**src/rtl/hrhp_pkg.sv**
```systemverilog
package hrhp_pkg;

  localparam int LEN_W = 13;
  localparam int CFG_W = 13;
  localparam int CFG_IDX_W = 3;

  typedef struct packed {
    logic       kind;
    logic [7:0] in_byte;
  } in_word_t;

  typedef struct packed {
    logic [2:0] byte_class;
    logic [7:0] out_byte;
    logic [2:0] done_event;
    logic [2:0] status;
  } out_word_t;

  typedef struct packed {
    logic [7:0]       method_len;
    logic [LEN_W-1:0] uri_len;
    logic [7:0]       version_len;
    logic [LEN_W-1:0] name_len;
    logic [LEN_W-1:0] value_len;
  } limits_t;

  typedef enum logic [CFG_IDX_W-1:0] {
    REG_METHOD_LEN  = 3'd0,
    REG_URI_LEN     = 3'd1,
    REG_VERSION_LEN = 3'd2,
    REG_NAME_LEN    = 3'd3,
    REG_VALUE_LEN   = 3'd4
  } cfg_reg_t;

  localparam logic [7:0]       RST_METHOD_LEN  = 8'd20;
  localparam logic [LEN_W-1:0] RST_URI_LEN     = 13'd4096;
  localparam logic [7:0]       RST_VERSION_LEN = 8'd20;
  localparam logic [LEN_W-1:0] RST_NAME_LEN    = 13'd255;
  localparam logic [LEN_W-1:0] RST_VALUE_LEN   = 13'd4096;

  typedef enum logic [4:0] {
    PH_START        = 5'd0,
    PH_METHOD       = 5'd1,
    PH_MU_GAP       = 5'd2,
    PH_URI          = 5'd3,
    PH_UV_GAP       = 5'd4,
    PH_VERSION      = 5'd5,
    PH_VER_CR       = 5'd6,
    PH_VER_LF       = 5'd7,
    PH_HDR          = 5'd8,
    PH_NAME         = 5'd9,
    PH_VALUE        = 5'd10,
    PH_VALUE_LF     = 5'd11,
    PH_VALUE_LWS    = 5'd12,
    PH_END_LF       = 5'd13,
    PH_COMPLETE     = 5'd14,
    PH_BAD          = 5'd15,
    PH_LONG_METHOD  = 5'd16,
    PH_LONG_URI     = 5'd17,
    PH_LONG_VERSION = 5'd18,
    PH_LONG_NAME    = 5'd19,
    PH_LONG_VALUE   = 5'd20
  } phase_t;

  localparam logic [2:0] CLS_NONE    = 3'd0;
  localparam logic [2:0] CLS_METHOD  = 3'd1;
  localparam logic [2:0] CLS_URI     = 3'd2;
  localparam logic [2:0] CLS_VERSION = 3'd3;
  localparam logic [2:0] CLS_NAME    = 3'd4;
  localparam logic [2:0] CLS_VALUE   = 3'd5;

  localparam logic [2:0] EV_NONE     = 3'd0;
  localparam logic [2:0] EV_METHOD   = 3'd1;
  localparam logic [2:0] EV_URI      = 3'd2;
  localparam logic [2:0] EV_VERSION  = 3'd3;
  localparam logic [2:0] EV_FIELD    = 3'd4;
  localparam logic [2:0] EV_COMPLETE = 3'd5;

  localparam logic [2:0] ST_PARSING      = 3'd0;
  localparam logic [2:0] ST_COMPLETE     = 3'd1;
  localparam logic [2:0] ST_BAD          = 3'd2;
  localparam logic [2:0] ST_LONG_METHOD  = 3'd3;
  localparam logic [2:0] ST_LONG_URI     = 3'd4;
  localparam logic [2:0] ST_LONG_VERSION = 3'd5;
  localparam logic [2:0] ST_LONG_NAME    = 3'd6;
  localparam logic [2:0] ST_LONG_VALUE   = 3'd7;

  localparam logic [7:0] CH_HT    = 8'h09;
  localparam logic [7:0] CH_LF    = 8'h0A;
  localparam logic [7:0] CH_CR    = 8'h0D;
  localparam logic [7:0] CH_SP    = 8'h20;
  localparam logic [7:0] CH_COLON = 8'h3A;
  localparam logic [7:0] CH_DEL   = 8'h7F;

endpackage

```
**src/rtl/hrhp_cfg.sv**
```systemverilog
module hrhp_cfg
  import hrhp_pkg::*;
(
  input  logic                 clk,
  input  logic                 rst_n,
  input  logic                 cfg_we,
  input  logic [CFG_IDX_W-1:0] cfg_index,
  input  logic [CFG_W-1:0]     cfg_wdata,
  output limits_t              limits
);

  limits_t limits_r;
  limits_t limits_nxt;

  always_comb begin
    limits_nxt = limits_r;
    if (cfg_we) begin
      case (cfg_reg_t'(cfg_index))
        REG_METHOD_LEN:  limits_nxt.method_len  = cfg_wdata[7:0];
        REG_URI_LEN:     limits_nxt.uri_len     = cfg_wdata[LEN_W-1:0];
        REG_VERSION_LEN: limits_nxt.version_len = cfg_wdata[7:0];
        REG_NAME_LEN:    limits_nxt.name_len    = cfg_wdata[LEN_W-1:0];
        REG_VALUE_LEN:   limits_nxt.value_len   = cfg_wdata[LEN_W-1:0];
        default:         limits_nxt = limits_r;
      endcase
    end
  end

  always_ff @(posedge clk) begin
    if (!rst_n) begin
      limits_r.method_len  <= RST_METHOD_LEN;
      limits_r.uri_len     <= RST_URI_LEN;
      limits_r.version_len <= RST_VERSION_LEN;
      limits_r.name_len    <= RST_NAME_LEN;
      limits_r.value_len   <= RST_VALUE_LEN;
    end else begin
      limits_r <= limits_nxt;
    end
  end

  assign limits = limits_r;

endmodule

```
**src/rtl/hrhp_fsm.sv**
```systemverilog
module hrhp_fsm
  import hrhp_pkg::*;
(
  input  logic      clk,
  input  logic      rst_n,
  input  logic      step,
  input  in_word_t  word,
  input  limits_t   limits,
  output out_word_t result
);

  phase_t           phase_r, phase_nxt;
  logic [LEN_W-1:0] len_r, len_nxt;
  logic [LEN_W-1:0] limit;
  logic             room;
  logic [7:0]       c;
  logic             c_sp, c_vis, c_hdr, c_tok, c_cr, c_lf, c_colon;
  logic [2:0]       cls;
  logic [2:0]       ev;
  logic             fold;

  function automatic logic is_token(input logic [7:0] ch);
    logic vis;
    vis = (ch >= 8'h21) && (ch <= 8'h7E);
    case (ch)
      8'h28, 8'h29, 8'h3C, 8'h3E, 8'h40, 8'h2C, 8'h3B, 8'h3A, 8'h5C,
      8'h22, 8'h2F, 8'h5B, 8'h5D, 8'h3F, 8'h3D, 8'h7B, 8'h7D: is_token = 1'b0;
      default: is_token = vis;
    endcase
  endfunction

  function automatic logic [2:0] status_of(input phase_t ph);
    case (ph)
      PH_COMPLETE:     status_of = ST_COMPLETE;
      PH_BAD:          status_of = ST_BAD;
      PH_LONG_METHOD:  status_of = ST_LONG_METHOD;
      PH_LONG_URI:     status_of = ST_LONG_URI;
      PH_LONG_VERSION: status_of = ST_LONG_VERSION;
      PH_LONG_NAME:    status_of = ST_LONG_NAME;
      PH_LONG_VALUE:   status_of = ST_LONG_VALUE;
      default:         status_of = ST_PARSING;
    endcase
  endfunction

  assign c       = word.in_byte;
  assign c_sp    = (c == CH_SP) || (c == CH_HT);
  assign c_vis   = (c >= 8'h21) && (c <= 8'h7E);
  assign c_hdr   = (c == CH_HT) || ((c >= CH_SP) && (c != CH_DEL));
  assign c_tok   = is_token(c);
  assign c_cr    = (c == CH_CR);
  assign c_lf    = (c == CH_LF);
  assign c_colon = (c == CH_COLON);

  // Only one field is open in any phase, so one compare serves all limits.
  always_comb begin
    case (phase_r)
      PH_METHOD:    limit = {{(LEN_W-8){1'b0}}, limits.method_len};
      PH_URI:       limit = limits.uri_len;
      PH_VERSION:   limit = {{(LEN_W-8){1'b0}}, limits.version_len};
      PH_NAME:      limit = limits.name_len;
      PH_VALUE:     limit = limits.value_len;
      PH_VALUE_LWS: limit = limits.value_len;
      default:      limit = '0;
    endcase
  end

  assign room = (len_r < limit);

  // Next state.
  always_comb begin
    phase_nxt = phase_r;
    len_nxt   = len_r;
    if (word.kind) begin
      phase_nxt = PH_START;
      len_nxt   = '0;
    end else begin
      case (phase_r)
        PH_START: begin
          if (c_tok) begin
            phase_nxt = PH_METHOD;
            len_nxt   = LEN_W'(1);
          end else begin
            phase_nxt = PH_BAD;
          end
        end
        PH_METHOD: begin
          if (c_tok) begin
            if (room) len_nxt = len_r + LEN_W'(1);
            else phase_nxt = PH_LONG_METHOD;
          end else if (c_sp) begin
            phase_nxt = PH_MU_GAP;
          end else begin
            phase_nxt = PH_BAD;
          end
        end
        PH_MU_GAP: begin
          if (!c_sp) begin
            if (c_vis) begin
              phase_nxt = PH_URI;
              len_nxt   = LEN_W'(1);
            end else begin
              phase_nxt = PH_BAD;
            end
          end
        end
        PH_URI: begin
          if (c_vis) begin
            if (room) len_nxt = len_r + LEN_W'(1);
            else phase_nxt = PH_LONG_URI;
          end else if (c_sp) begin
            phase_nxt = PH_UV_GAP;
          end else begin
            phase_nxt = PH_BAD;
          end
        end
        PH_UV_GAP: begin
          if (!c_sp) begin
            if (c_vis) begin
              phase_nxt = PH_VERSION;
              len_nxt   = LEN_W'(1);
            end else begin
              phase_nxt = PH_BAD;
            end
          end
        end
        PH_VERSION: begin
          if (c_sp) begin
            phase_nxt = PH_VER_CR;
          end else if (c_cr) begin
            phase_nxt = PH_VER_LF;
          end else if (c_vis) begin
            if (room) len_nxt = len_r + LEN_W'(1);
            else phase_nxt = PH_LONG_VERSION;
          end else begin
            phase_nxt = PH_BAD;
          end
        end
        PH_VER_CR: begin
          if (!c_sp) phase_nxt = c_cr ? PH_VER_LF : PH_BAD;
        end
        PH_VER_LF: begin
          phase_nxt = c_lf ? PH_HDR : PH_BAD;
        end
        PH_HDR: begin
          len_nxt = '0;
          if (c_cr) begin
            phase_nxt = PH_END_LF;
          end else if (c_colon) begin
            phase_nxt = PH_VALUE;
          end else if (c_hdr) begin
            phase_nxt = PH_NAME;
            len_nxt   = LEN_W'(1);
          end else begin
            phase_nxt = PH_BAD;
          end
        end
        PH_NAME: begin
          if (c_colon) begin
            phase_nxt = PH_VALUE;
            len_nxt   = '0;
          end else if (!c_cr && c_hdr) begin
            if (room) len_nxt = len_r + LEN_W'(1);
            else phase_nxt = PH_LONG_NAME;
          end else begin
            phase_nxt = PH_BAD;
          end
        end
        PH_VALUE: begin
          if (c_cr) begin
            phase_nxt = PH_VALUE_LF;
          end else if (c_hdr) begin
            if (room) len_nxt = len_r + LEN_W'(1);
            else phase_nxt = PH_LONG_VALUE;
          end else begin
            phase_nxt = PH_BAD;
          end
        end
        PH_VALUE_LF: begin
          phase_nxt = c_lf ? PH_VALUE_LWS : PH_BAD;
        end
        PH_VALUE_LWS: begin
          if (c_cr) begin
            phase_nxt = PH_END_LF;
          end else if (c_colon) begin
            phase_nxt = PH_VALUE;
            len_nxt   = '0;
          end else if (c_sp) begin
            // A continuation line folds into one space of the value.
            if (room) begin
              phase_nxt = PH_VALUE;
              len_nxt   = len_r + LEN_W'(1);
            end else begin
              phase_nxt = PH_LONG_VALUE;
            end
          end else if (c_hdr) begin
            phase_nxt = PH_NAME;
            len_nxt   = LEN_W'(1);
          end else begin
            phase_nxt = PH_BAD;
          end
        end
        PH_END_LF: begin
          phase_nxt = c_lf ? PH_COMPLETE : PH_BAD;
        end
        PH_COMPLETE, PH_BAD, PH_LONG_METHOD, PH_LONG_URI, PH_LONG_VERSION,
        PH_LONG_NAME, PH_LONG_VALUE: begin
          phase_nxt = phase_r;
        end
        default: phase_nxt = PH_BAD;
      endcase
    end
  end

  // Outputs.
  always_comb begin
    cls  = CLS_NONE;
    ev   = EV_NONE;
    fold = 1'b0;
    if (!word.kind) begin
      case (phase_r)
        PH_START: begin
          if (c_tok) cls = CLS_METHOD;
        end
        PH_METHOD: begin
          if (c_tok) begin
            if (room) cls = CLS_METHOD;
          end else if (c_sp) begin
            ev = EV_METHOD;
          end
        end
        PH_MU_GAP: begin
          if (!c_sp && c_vis) cls = CLS_URI;
        end
        PH_URI: begin
          if (c_vis) begin
            if (room) cls = CLS_URI;
          end else if (c_sp) begin
            ev = EV_URI;
          end
        end
        PH_UV_GAP: begin
          if (!c_sp && c_vis) cls = CLS_VERSION;
        end
        PH_VERSION: begin
          if (c_sp || c_cr) ev = EV_VERSION;
          else if (c_vis && room) cls = CLS_VERSION;
        end
        PH_HDR: begin
          if (!c_cr && !c_colon && c_hdr) cls = CLS_NAME;
        end
        PH_NAME: begin
          if (!c_colon && !c_cr && c_hdr && room) cls = CLS_NAME;
        end
        PH_VALUE: begin
          if (!c_cr && c_hdr && room) cls = CLS_VALUE;
        end
        PH_VALUE_LWS: begin
          if (c_cr || c_colon) begin
            ev = EV_FIELD;
          end else if (c_sp) begin
            if (room) begin
              cls  = CLS_VALUE;
              fold = 1'b1;
            end
          end else if (c_hdr) begin
            ev  = EV_FIELD;
            cls = CLS_NAME;
          end
        end
        PH_END_LF: begin
          if (c_lf) ev = EV_COMPLETE;
        end
        default: begin
          cls = CLS_NONE;
          ev  = EV_NONE;
        end
      endcase
    end
  end

  assign result.byte_class = cls;
  assign result.out_byte   = (cls == CLS_NONE) ? 8'h00 : (fold ? CH_SP : c);
  assign result.done_event = ev;
  assign result.status     = status_of(phase_nxt);

  always_ff @(posedge clk) begin
    if (!rst_n) begin
      phase_r <= PH_START;
      len_r   <= '0;
    end else if (step) begin
      phase_r <= phase_nxt;
      len_r   <= len_nxt;
    end
  end

  // A byte is only appended while the request is still being parsed.
  a_cls_parsing: assert property (@(posedge clk) disable iff (!rst_n)
    (step && result.byte_class != CLS_NONE) |-> result.status == ST_PARSING)
    else $error("byte appended with a terminal status");

  // Complete and error phases hold until a restart word.
  a_sticky: assert property (@(posedge clk) disable iff (!rst_n)
    (step && !word.kind && phase_r >= PH_COMPLETE) |=> phase_r == $past(phase_r))
    else $error("terminal phase left without restart");

  a_complete_status: assert property (@(posedge clk) disable iff (!rst_n)
    (step && result.done_event == EV_COMPLETE) |-> result.status == ST_COMPLETE)
    else $error("request complete event without complete status");

  a_restart_clears: assert property (@(posedge clk) disable iff (!rst_n)
    (step && word.kind) |=> (phase_r == PH_START && len_r == '0))
    else $error("restart did not return to request start");

endmodule

```
**src/rtl/http_request_head_parser.sv**
```systemverilog
// HTTP request head parser, one byte per word.
// Input channel: in_valid / in_stall / in_data. A data word (kind 0) carries
// one byte of the request head; a restart word (kind 1) returns the parser to
// the start of a request and yields an all-zero result.
// Result channel: out_valid / out_stall / out_data. Every input word yields
// exactly one result word: the field the byte belongs to, the byte to append
// (a space for a folded continuation line), a field-done event and the
// status after this byte. Complete and error status stay until a restart.
// Configuration: cfg_we / cfg_index / cfg_wdata write the five length limits
// (method, URI, version, name, value); write them only while no word is
// in flight.
// A word is captured in the input register, and its result then moves into
// the output register once that register is free. One word is accepted
// every cycle while the result is not stalled; the loop through the phase
// and length registers sets that rate.
// At reset the limits take their defaults and the parser waits for the first
// method byte. While out_stall is high the result holds, the input register
// fills, and then in_stall rises until the result is taken.
module http_request_head_parser
  import hrhp_pkg::*;
(
  input  logic                 clk,
  input  logic                 rst_n,
  input  logic                 in_valid,
  output logic                 in_stall,
  input  in_word_t             in_data,
  output logic                 out_valid,
  input  logic                 out_stall,
  output out_word_t            out_data,
  input  logic                 cfg_we,
  input  logic [CFG_IDX_W-1:0] cfg_index,
  input  logic [CFG_W-1:0]     cfg_wdata
);

  logic      s1_valid_r;
  in_word_t  s1_data_r;
  logic      out_valid_r;
  out_word_t out_data_r;
  logic      advance;
  logic      in_take;
  limits_t   limits;
  out_word_t result;

  assign advance  = s1_valid_r && (!out_valid_r || !out_stall);
  assign in_stall = s1_valid_r && !advance;
  assign in_take  = in_valid && !in_stall;

  hrhp_cfg u_cfg (
    .clk       (clk),
    .rst_n     (rst_n),
    .cfg_we    (cfg_we),
    .cfg_index (cfg_index),
    .cfg_wdata (cfg_wdata),
    .limits    (limits)
  );

  hrhp_fsm u_fsm (
    .clk    (clk),
    .rst_n  (rst_n),
    .step   (advance),
    .word   (s1_data_r),
    .limits (limits),
    .result (result)
  );

  always_ff @(posedge clk) begin
    if (!rst_n) begin
      s1_valid_r  <= 1'b0;
      out_valid_r <= 1'b0;
    end else begin
      if (in_take) s1_valid_r <= 1'b1;
      else if (advance) s1_valid_r <= 1'b0;
      if (advance) out_valid_r <= 1'b1;
      else if (!out_stall) out_valid_r <= 1'b0;
    end
  end

  always_ff @(posedge clk) begin
    if (in_take) s1_data_r <= in_data;
    if (advance) out_data_r <= result;
  end

  assign out_valid = out_valid_r;
  assign out_data  = out_data_r;

  a_stall_only_full: assert property (@(posedge clk) disable iff (!rst_n)
    in_stall |-> s1_valid_r)
    else $error("input stalled with an empty input register");

  a_advance_lands: assert property (@(posedge clk) disable iff (!rst_n)
    advance |=> out_valid_r)
    else $error("processed word did not reach the output register");

  a_no_overwrite: assert property (@(posedge clk) disable iff (!rst_n)
    (out_valid_r && out_stall) |-> !advance)
    else $error("stalled result overwritten");

endmodule

```
**config.mk**
```make
export PLATFORM = sky130hd
export DESIGN_NAME = http_request_head_parser
export DESIGN_NICKNAME = d
export VERILOG_FILES = /design/src/rtl/hrhp_pkg.sv /design/src/rtl/hrhp_cfg.sv /design/src/rtl/hrhp_fsm.sv /design/src/rtl/http_request_head_parser.sv
export SDC_FILE = /design/constraint.sdc
export NUM_CORES = 1
export LEC_CHECK = 0
export BUFFER_PORTS_ARGS = -buffer_cell sky130_fd_sc_hd__clkbuf_2
export CAP_MARGIN = 20
export CORE_MARGIN = 2
export CORE_UTILIZATION = 60
export CTS_CLUSTER_DIAMETER = 30
export DETAILED_ROUTE_END_ITERATION = 10
export PLACE_DENSITY = 0.8
export SLEW_MARGIN = 20
export SYNTH_ARGS = -nofsm -noshare
export SYNTH_HDL_FRONTEND = slang
export SYNTH_SLANG_ARGS = --single-unit
```
**constraint.sdc**
```tcl
create_clock -name clk -period 4.6 [get_ports clk]
set_input_delay 0.92 -clock clk [delete_from_list [all_inputs] [get_ports clk]]
set_output_delay 0.92 -clock clk [all_outputs]
set_load 0.05 [all_outputs]
```
Word-level counts from Yosys, hierarchy flattened --
Cells that the tools add are included.
Operators by class: $add $sub $neg 1, order comparisons 4, muxes and demuxes 96, reduce and logical (&&, ||, !) cells 40, equal/unequal tests 65
Operators by type and width (number):
- $mux 13 | 19
- $mux 5 | 24
- $pmux 13 s9 | 1
- $eq 8x6->1 const B | 12
- $pmux 5 s15 | 1
- $pmux 13 s5 | 1
- $mux 3 | 18
- $eq 5x4->1 const B | 10
- $eq 5x5->1 const B | 10
- $eq 8x7->1 const B | 6
- $pmux 3 s10 | 1
- $eq 8x4->1 const B | 3
- $mux 4 | 6
- $pmux 3 s7 | 1
- $eq 5x3->1 const B | 4
- $reduce_or 17->1 | 1
- $ge 8x6->1 const B | 2
- $mux 1 | 15
- $ne 3x3->1 const B | 5
- $pmux 3 s5 | 1
- $mux 2 | 7
- $add 13x1->13 const B | 1
- $lt 13x13->1 | 1
- $reduce_and 13->1 | 1
- other kinds (23) | 55
Storage, ports and cells: input port bits 30, bits in registers 101

Logic depth before layout (Yosys ltp) --
word-level depth 12, gate-level depth with buffers 17, gate-level depth less buffers 14

Modules after synthesis --
A second synthesis with hierarchy kept.
Unflattened totals: cells, all modules 679, area, all modules 6019.5 µm²
By module, submodules not included:
- hrhp_fsm | cells an instance 436, seq. area each 360.3 µm², area an instance 2999.1 µm², times used 1
- hrhp_cfg | cells an instance 209, seq. area each 1101.1 µm², area an instance 2155.8 µm², times used 1
- http_request_head_parser | cells an instance 34, seq. area each 820.8 µm², area an instance 864.6 µm², times used 1

Worst setup path before layout --
OpenSTA, ideal clock, no wires.
kind register to register, from register u_fsm.phase_r[1], to register out_data_r, in the netlist out_data[2] (data pin), stages on the path, launching flop included 17, data required time 4.346 ns, path buffers 2, path slack 0.393 ns, data arrival time 3.953 ns, path through dfxtp_1 clkbuf_1 nand2b_1 nor3_1 clkbuf_1 a22oi_1 nand2_1 a21oi_1 ha_1 nand4_1 a311oi_1 and4_1 o21bai_2 a221o_1 a2111o_1 or2_1 o21a_1
RTL lines:
- start, declared | RTL line hrhp_fsm.sv:12 | phase_t phase_r, phase_nxt;
- start signal, assigned | RTL line hrhp_fsm.sv:291 | phase_r <= phase_nxt;
- end signal, assigned | RTL line http_request_head_parser.sv:80 | if (advance) out_data_r <= result;
- end, declared | RTL line http_request_head_parser.sv:38 | out_word_t out_data_r;

==> results.txt <==
Fin Clk Skew - 15.4 ps
Antenna Cells - 0
Post-Synth Adder-Cell Area - 2.80%
pwr dens - 282 nW/um2
Iter 0 DRT Violations - 477
multi-input logic area - 3340 um2
Setup Viol. Count Final - 0
hold path cells - 2
GRT busiest layer - met2
GRT Overall Usage - 33.6%
leading cell types by count after synthesis - 166 x nand2_1, 75 x dfxtp_1, 46 x a21boi_0, 32 x clkbuf_1, 32 x nor2_1
first-pass GRT wire length - 27.1 mm
GPL Wtd Cong - 0.975
ys async rst share - 0%
Compound-Gate Fraction of Synth Area - 23.4%
Clock Tree Root - clkbuf_8
run status - finished, final reports clean
# fillers - 777
core area - 9330 um2
Tcrit/Tclk final - 94.9%
CTS Buffer Depth - 2
Sw Share - 30.7%
FF+latch count, synth - 101
IO buf count - 48
Pwr Total - 1.79 mW
synthesis-to-finish area growth - 9.14%
setup bufs post-CTS - 0
post-synthesis mux area share - 0.516%
Nets - 777
XOR/XNOR Fraction of Synth Area - 1.66%
CTS tree - done
Overflow after GRT - 0
Comb power frac - 16.0%
mapped cell area - 5820 um2
reg2reg path depth - 16
Top Family by Delay on Critical Path - simple AND/OR/NAND/NOR gates
CTS Buf Count - 9
most common cell in the netlist - nand2_1
Initial Util - 62.4%
met2 Use GR - 52.1%
Slew headroom - 28.5%
Crit Path Category - reg2reg
Top cell by count, worst path - buf_4
Worst Tran Pin Value - 1060 ps
ratio of cells with drive above 1 in the final layout - 13.9%
CTS sink cnt - 101
die area - 10500 um2
Max Clk Rate - 229 MHz
Antenna Nets Post-Route - 0
element type at the critical path end - flip-flop
Arr. time, crit path - 4500 ps
Avg Cell Area, Syn - 8.31 um2
main combinational cell family by area after synthesis - simple AND/OR/NAND/NOR gates
Buf/Inv on CP - 2
routed via count - 5686
NetSw - 0.551 mW
synth top area cells - dfxtp_1 26%, edfxtp_1 13%, nand2_1 11%, a21boi_0 5.9%, ha_1 2.8%
internal power - 1.24 mW
Post-Synth Simple-Gate Area - 28.9%
Yosys cell types - 79
fin crit period - 4370 ps
Final Hold Vio Count - 0
Die H - 102 um
IO Count - 49
Synthesis Warnings - 0
Max-cap violations - 0
clk slew on worst S/H paths - 100 ps
Leak - 2.36 nW
top cell type's share of synthesized area - 25.8%
post-DP HPWL - 12.0 mm
Synthesized Nets - 743
Critical Path Stages - 16
Post-CTS Hold Fix Bufs - 0
pin count of the biggest net entering global routing - 69
maximum fanout along the worst path - 12
Gates resized, CTS repair - 0
Via density - 6.55
H-tree depth - 3
largest area contributor in the netlist - dfxtp_1
Mapped Cells - 700
final setup TNS - 0 ps
vias in the first global route - 5160
Max VDD drop - 0.000217 V
Total Wirelength - 16.9 mm
top_reg_cell synth - dfxtp_1
RSZ-0062 raised after global routing - no
Register Area - 2280 um2
Startpoint Class - flip-flop
cell at the slowest stage of the critical path - or3b_1
Final Max Slew Viols - 0
Hold Crit Class - reg2reg
drt pass-1 iters - 5
Clock Latency Late Sink - 390 ps
clock network power share - 29.9%
number of flops mapped to enable cells by yosys - 26
Die X - 102 um
DR DRC count - 0
CP peak stage delay - 510 ps
initial antenna violation count - 0
Required @ worst endpoint - 4730 ps
met1 Track Usage GR - 45.1%
met3 GRT Util - 6.02%
DR WL/cell - 19.4 um
cells along the critical path - or3b_1 > nor2_1 > buf_4 > a22oi_1 > nand2_1 > a21oi_1 > ha_1 > nand4_1 > a311oi_1 > and4_1 > o21bai_2 > buf_4 > a21o_1 > a2111o_1 > or2_1 > o21a_1
Seq pwr share - 54.1%
Cell Rows - 35
sequential area share after synthesis - 39.2%
final timing paths:
path | startpoint | end | slack, ps
max reg2reg | u_fsm.phase_r[4] | out_data[2] | 230
min reg2reg | u_cfg.limits[32] | u_cfg.limits[32] | 470
min | u_cfg.limits[32] | u_cfg.limits[32] | 470
max | u_fsm.phase_r[4] | out_data[2] | 230
flip-flops by register name, summed over array words and instances, names as in the netlist:
name,count
s1_data_r,9
out_valid,1
u_cfg.limits,55
s1_valid_r,1
u_fsm.len_r,13
out_data,17
u_fsm.phase_r,5
power by group through the flow:
stage	Sequential, mW	Combinational (mW)	Clock, mW
final	0.969	0.287	0.535
after global placement	0.987	0.275	0
after CTS	0.968	0.280	0.541
after detailed placement	0.989	0.279	0
after global routing	0.973	0.310	0.568
after floorplan	1.00	0.174	0
stage by stage:
step / cell area (um2) / hold WS [ps] / cells / utilization [%] / worst slack, ps
after floorplan: 5820 / 439 / 700 / - / 393
after global placement: 6170 / 452 / 852 / 66.1 / 459
after detailed placement: 6170 / 460 / 852 / 66.1 / 296
after CTS: 6340 / 477 / 868 / 68.0 / 275
after global routing: 6350 / 492 / 868 / 68.1 / 56.9
final: 6350 / 474 / 868 / 68.1 / 233
cell type report:
cell class | instances | share of cell area (%)
timing repair buffer | 66 | 5.91
clock inverter | 5 | 0.670
clock buffer | 11 | 2.07
multi-input combinational | 552 | 52.6
tap | 129 | 2.54
inverter | 4 | 0.236
sequential | 101 | 35.9
cells by family (layout without fill, tap and decap cells):
group                      Yosys count  in the layout
buffers and inverters               47             86
muxes                                3              3
DFF                                101            101
adders and majority gates           13             13
xor gates and xnor gates            11             11
AOI/OAI and AO/OA                  186            186
and+or+nand+nor                    339            339
cell usage in the layout (no fill, tap or decap), types with 6 or more instances in the layout:
| cell type | instances |
|---|---|
| nand4_1 | 7 |
| clkbuf_8 | 9 |
| o211ai_1 | 6 |
| nor3_1 | 14 |
| nor4b_1 | 6 |
| a21o_1 | 7 |
| o21ai_0 | 18 |
| edfxtp_1 | 26 |
| dfxtp_1 | 75 |
| a222oi_1 | 6 |
| nand3b_1 | 6 |
| nand2_1 | 166 |
| nand2b_1 | 7 |
| nor4_1 | 6 |
| a22oi_1 | 18 |
| and3_1 | 16 |
| a21boi_0 | 46 |
| nand3_1 | 30 |
| nor2b_1 | 10 |
| xnor2_1 | 9 |
| clkbuf_2 | 47 |
| buf_4 | 18 |
| a21oi_1 | 31 |
| ha_1 | 13 |
| nor2_1 | 32 |
worst register-to-register path, cell delays in order, from the launching register on:
cell,delay [ps]
dfxtp_1,420
or3b_1,510
nor2_1,210
buf_4,240
a22oi_1,150
nand2_1,90
a21oi_1,50
ha_1,320
nand4_1,130
a311oi_1,260
and4_1,280
o21bai_2,170
buf_4,240
a21o_1,160
a2111o_1,430
or2_1,260
o21a_1,200
per-layer routing:
layer | up-vias | routed length [um]
li1 | 2635 | -
met1 | 2643 | 6920
met2 | 349 | 7740
met3 | 59 | 1460
met4 | 0 | 746
met5 | - | 0
(Power assumes the default switching activity.)
